## config.mk

```make
export PLATFORM = sky130hd
export DESIGN_NAME = koit_ctrl
export DESIGN_NICKNAME = d
export VERILOG_FILES = /design/src/koit_pkg.sv /design/src/koit_ctrl.sv
export SDC_FILE = /design/constraint.sdc
export NUM_CORES = 1
export LEC_CHECK = 0
export ABC_AREA = 1
export BUFFER_PORTS_ARGS = -buffer_cell sky130_fd_sc_hd__buf_4
export CORE_AREA = 2 2 39 41
export CTS_BUF_LIST = sky130_fd_sc_hd__clkbuf_8
export CTS_CLUSTER_SIZE = 12
export DETAILED_ROUTE_END_ITERATION = 12
export DIE_AREA = 0 0 41 43
export PLACE_DENSITY = 0.55
export SLEW_MARGIN = 20
export SYNTH_ARGS = -nofsm -noshare
export SYNTH_HDL_FRONTEND = slang
export SYNTH_SLANG_ARGS = --single-unit
```

## constraint.sdc

```tcl
create_clock -name clk -period 1.3 [get_ports clk]
set_input_delay 0.065 -clock clk [delete_from_list [all_inputs] [get_ports clk]]
set_output_delay 0.065 -clock clk [all_outputs]
set_load 0.005 [all_outputs]
```

## src/koit_pkg.sv

```systemverilog
package koit_pkg;

  localparam int ENTRIES_DEFAULT = 64;

  localparam int KEY_W    = 32;
  localparam int OFFSET_W = 40;
  localparam int COUNT_W  = 7;

  // operation codes
  localparam logic [1:0] KIND_ADD    = 2'd0;
  localparam logic [1:0] KIND_REMOVE = 2'd1;
  localparam logic [1:0] KIND_FIND   = 2'd2;

  // result status codes
  localparam logic [1:0] ST_DONE    = 2'd0;
  localparam logic [1:0] ST_FULL    = 2'd1;
  localparam logic [1:0] ST_MISSING = 2'd2;

  typedef struct packed {
    logic [1:0]              kind;
    logic signed [KEY_W-1:0] key;
    logic [OFFSET_W-1:0]     offset;
  } req_t;

  typedef struct packed {
    logic [1:0]          status;
    logic [OFFSET_W-1:0] found_offset;
    logic [COUNT_W-1:0]  entry_count;
  } rsp_t;

  // controller to datapath
  typedef struct packed {
    logic start;   // latch the request, perform an add
    logic scan;    // search step
    logic shift;   // compaction step
    logic load;    // move the pending result into the output register
  } cmd_t;

  // datapath to controller
  typedef struct packed {
    logic hit;
    logic scan_end;
    logic shift_end;
    logic op_find;
  } sts_t;

endpackage

```

## src/koit_ctrl.sv

```systemverilog
module koit_ctrl (
  input  logic               clk,
  input  logic               rst,
  input  logic               req_valid,
  output logic               req_ready,
  input  logic [1:0]         req_kind,
  output logic               rsp_valid,
  input  logic               rsp_ready,
  output koit_pkg::cmd_t     cmd,
  input  koit_pkg::sts_t     sts
);

  typedef enum logic [3:0] {
    S_IDLE  = 4'b0001,
    S_SCAN  = 4'b0010,
    S_SHIFT = 4'b0100,
    S_DONE  = 4'b1000
  } state_t;

  state_t state, state_next;
  logic   out_free;

  assign out_free  = !rsp_valid || rsp_ready;
  assign req_ready = (state == S_IDLE);

  always_comb begin
    state_next = state;
    cmd        = '0;
    case (state)
      S_IDLE: begin
        if (req_valid) begin
          cmd.start = 1'b1;
          if (req_kind == koit_pkg::KIND_REMOVE || req_kind == koit_pkg::KIND_FIND) begin
            state_next = S_SCAN;
          end else begin
            state_next = S_DONE;
          end
        end
      end
      S_SCAN: begin
        cmd.scan = 1'b1;
        if (sts.hit) begin
          state_next = sts.op_find ? S_DONE : S_SHIFT;
        end else if (sts.scan_end) begin
          state_next = S_DONE;
        end
      end
      S_SHIFT: begin
        cmd.shift = 1'b1;
        if (sts.shift_end) begin
          state_next = S_DONE;
        end
      end
      S_DONE: begin
        // hold the pending result until the output register frees up
        if (out_free) begin
          cmd.load   = 1'b1;
          state_next = S_IDLE;
        end
      end
      default: begin
        state_next = S_IDLE;
      end
    endcase
  end

  always_ff @(posedge clk) begin
    if (rst) begin
      state     <= S_IDLE;
      rsp_valid <= 1'b0;
    end else begin
      state <= state_next;
      if (cmd.load) begin
        rsp_valid <= 1'b1;
      end else if (rsp_ready) begin
        rsp_valid <= 1'b0;
      end
    end
  end

endmodule

```

Yosys cells after proc, flatten, opt, wreduce, memory -nomap -nowiden. Cells that the tools add are included.

Equal/unequal tests: 10. Multiplexer cells: 16. Reduce and logical (&&, ||, !) cells: 5.

Operator list (count): two-way mux 4 bit (7); one-hot mux 4 bit (4 select lines) (1); two-way mux 1 bit (8); != test 2 bit (second input constant) (3); == test 4 x 1 -> 1 bit (second input constant) (1); == test 4 x 2 -> 1 bit (second input constant) (1); == test 4 x 3 -> 1 bit (second input constant) (1); == test 4 bit (second input constant) (1); AND reduction 4 bit (1); != test 3 bit (second input constant) (1); == test 2 x 1 -> 1 bit (second input constant) (1); == test 2 bit (second input constant) (1); logical OR 1 bit (2); nonzero test 2 bit (1); logical NOT 1 bit (1).

Register bits after elaboration: 5. Bits of input ports: 10. Output and inout port bits: 6. Word-level logic and storage cells: 33.

Longest topological paths before layout.
Depth in word-level cells: 5. Mapped depth: 8. Mapped depth without buffers: 8.

Least setup slack after synthesis. Ideal clock, no wire load.

Path type: reg-to-reg. Start: register state[1]. End: register state[1]. Library setup time: 0.113 ns. Data arrival time: 0.857 ns. Required time: 1.187 ns. Path slack: 0.330 ns. Cell stages (with the launch flop): 8. Buffers on the path: 0. Period minus slack after synthesis: 0.970 ns. Cells stage by stage: dfxtp_1 > nor2_1 > nand3_1 > nand2_1 > nor2_2 > nand2_1 > nand2_1 > nor2_1.

Word-level cells in the longest chain between the ends: 3. Elaborated cells between the ends (all ways): 10. Those cells by class: eq/ne: 8; mux: 1; reduce/logical: 1.

Ends and longest elaborated chain: start: declaration (line koit_ctrl.sv:20) `state_t state, state_next;`; start signal: assignment (line koit_ctrl.sv:72) `state <= state_next;`; == test 4 x 2 -> 1 bit, or another cell as far along (line koit_ctrl.sv:29) `case (state)`; != test 3 bit (no line) or != test 2 bit (tied branches); AND reduction 4 bit (no line).

Parallel ways exist; a longest one is shown, timed or not. A chain may end at the register's enable or synchronous reset.

==> metrics.cfg <==
[worst_setup_path]
path_buf_inv = 3
r2r_slack_ns = 0.21
arrival_ns = 1.11
rr_startpoint = state[1]$_SDFFE_PP0P_
slowest_stage = dfxtp_1
cp.required_ns = 1.24
end_kind = output port
reg2reg_to = state[3]$_SDFFE_PP0P_
critPathMaxFanout = 4
path_common_cell = inv_1
path_class = register to output port
ff2ff_path_depth = 7
path_cells = inv_1 > nor2_1 > nand2_1 > inv_1 > buf_4
path_delay_family = flip-flops
cp-start-kind = register
cpPeakStageDelay_ns = 0.38

[sta]
min_period_ns = 1.17
maxSlewViolCount = 0
hold_violations = 0
worstMarginPinSlew_ns = 0.251
setup_slack_ns = 0.127
grt_setup_unrepaired = no
setup_viol = 0
skew_ns = 0.000936
fin_tns_setup_ns = 0
clock.fmax_ghz = 0.852
slew_headroom = 0.832
fin_crit_sh = 0.902

[hold_path]
worst_hold_path.endpoint = state[3]$_SDFFE_PP0P_
hold_class = input port to register
min-delay-start = rst
hold_depth = 2

[pwr]
ir_worst_vdd_mv = 0.472
p_leak_nw = 0.310
cellPowerDensity_nw_per_um2 = 1550

[finish]
fillCellCount = 154
fin_nets = 92
stdcell_count = 97
layout-drive-gt1-share = 0.259
synthToLayoutAreaGrowth_pct = 53.7
diodes = 0

[job]
cap_violations = 0

[yosys]
synth.yosys.warnings = 0
syn_avg_cell_area_um2 = 5.41
ys_ff_latch = 5
synth_cell_type_count = 8
synthMuxAreaShare = 0
synth_top_family_by_area = simple AND/OR/NAND/NOR gates
synthesis.instances = 62
synth_compound_area_frac = 0.0299
ys_seq_area_frac = 0.299
netlist_area_um2 = 335
synth_xor_area_frac = 0
synth-adder-area-share = 0
synthSimpleGateAreaFrac = 0.526
synthesis.nets = 72

[route]
routedWlPerCell_um = 8.08
drt-total-wl_um = 784
drtAntennaViolNets = 0
drc = 0
vias_per_cell = 4.15
firstDrtPassIters = 4
vias = 403
drtIter0Drc = 12

[global_routing]
overflow = 0
antenna_found_initial = 0
grt_max_degree = 5
grt_pass1_vias = 389
grt_util_all_layers = 0.115
grt_pass1_wl_um = 1420

[floorplanning]
core_area_um2 = 1380
start_util = 0.242
dieWidth_um = 41
die-area_um2 = 1760
io_pins = 16
die_h_um = 43
num_rows = 14

[clock_tree]
ctsResizeCount = 0
cts-root-buf = clkbuf_8
insertion_delay_ns = 0.22
cts_tree = built
clock_sinks = 5
cts.path.max_buffers = 2
cts_made_buffers = 3
htree_levels = 1
cts.clk_slew.worst_paths_ns = 0.04
post_cts_buffers = 0
ctsHoldBuffers = 0

[placed_design]
place_inst = 93
hpwl_um = 668
post-place-ws_ns = 0.225
io_buffers = 15
gp_congestion = 0.727

[status]
status = finished, final reports clean

[flip-flops by register name, indices dropped and copies added (netlist names)]
register and count:
state 4, rsp_valid 1
[report_power, final]
part           internal, W  switching [W]
registers         0.000184      0.0000299
clock network     0.000202      0.0000745
logic             0.000141       0.000167
[how the worst max path moves through the flow]
stage | startpoint | endpoint | slack [ns] | cells past startpoint
2_1_floorplan | state[1]$_SDFFE_PP0P_ | state[1]$_SDFFE_PP0P_ | 0.33 | 7
3_3_place_gp | state[1]$_SDFFE_PP0P_ | state[1]$_SDFFE_PP0P_ | 0.21 | 6
3_5_place_dp | state[1]$_SDFFE_PP0P_ | state[3]$_SDFFE_PP0P_ | 0.23 | 6
4_1_cts | state[1]$_SDFFE_PP0P_ | cmd[0] | 0.12 | 4
5_1_grt | state[1]$_SDFFE_PP0P_ | cmd[2] | 0.007 | 5
6_report | state[1]$_SDFFE_PP0P_ | cmd[2] | 0.13 | 5
[routing by layer]
| layer | vias up | GRT usage | wire, um |
|---|---|---|---|
| li1 | 224 | - | - |
| met5 | - | 0 | 0 |
| met1 | 173 | 0.138 | 361 |
| met3 | 0 | 0.0314 | 27 |
| met2 | 6 | 0.188 | 395 |
| met4 | 0 | 0.0400 | 0 |
[metrics by stage]
| step | cell area, um^2 | power, W | hold slack [ns] | utilization |
|---|---|---|---|---|
| after global routing | 515 | 0.000875 | 0.0394 | 0.373 |
| after detailed placement | 468 | 0.000520 | 0.262 | 0.338 |
| final | 515 | 0.000799 | 0.0372 | 0.373 |
| after CTS | 513 | 0.000796 | 0.0383 | 0.371 |
| after floorplan | 335 | 0.000406 | 0.134 | - |
| after global placement | 468 | 0.000520 | 0.260 | 0.338 |
[logic make-up (layout without fill, tap and decap cells)]
kind of cell / after synthesis / count (layout)
simple gates: 42 / 42
buf+inv: 13 / 32
flops: 5 / 5
compound gates: 2 / 2
[final cells by class]
type / instances / area (um^2) / share of cell area
clock inverters: 1 / 3.75 / 0.00728
well taps: 16 / 20.0 / 0.0388
inverters: 13 / 48.8 / 0.0947
multi-input cells: 44 / 189 / 0.367
repair buffers: 15 / 113 / 0.218
clock buffers: 3 / 41.3 / 0.0801
flip-flops and latches: 5 / 100 / 0.194
[placed cells by master (no fill, tap or decap)]
cell and n:
nand3_1 9, a21oi_1 2, nor2_2 3, nand2_1 16
dfxtp_1 5, clkbuf_8 3, inv_1 14, nor3_1 2
buf_4 15, nor2_1 12
[cells in the mapped netlist]
| cell type | instances | area share |
|---|---|---|
| inv_1 | 13 | 0.15 |
| nand2_1 | 16 | 0.18 |
| nor2_1 | 13 | 0.15 |
| nor2_2 | 2 | 0.037 |
| nor3_1 | 2 | 0.030 |
| a21oi_1 | 2 | 0.030 |
| dfxtp_1 | 5 | 0.30 |
| nand3_1 | 9 | 0.13 |
[worst register-to-register path, cell delays in order, from the launching register on]
cell     delay [ns]
dfxtp_1        0.38
inv_1          0.07
nor2_1         0.16
nand3_1        0.10
nand2_1        0.09
nor2_2         0.05
nand2_1        0.06
a21oi_1        0.06
(Power assumes the default switching activity.)
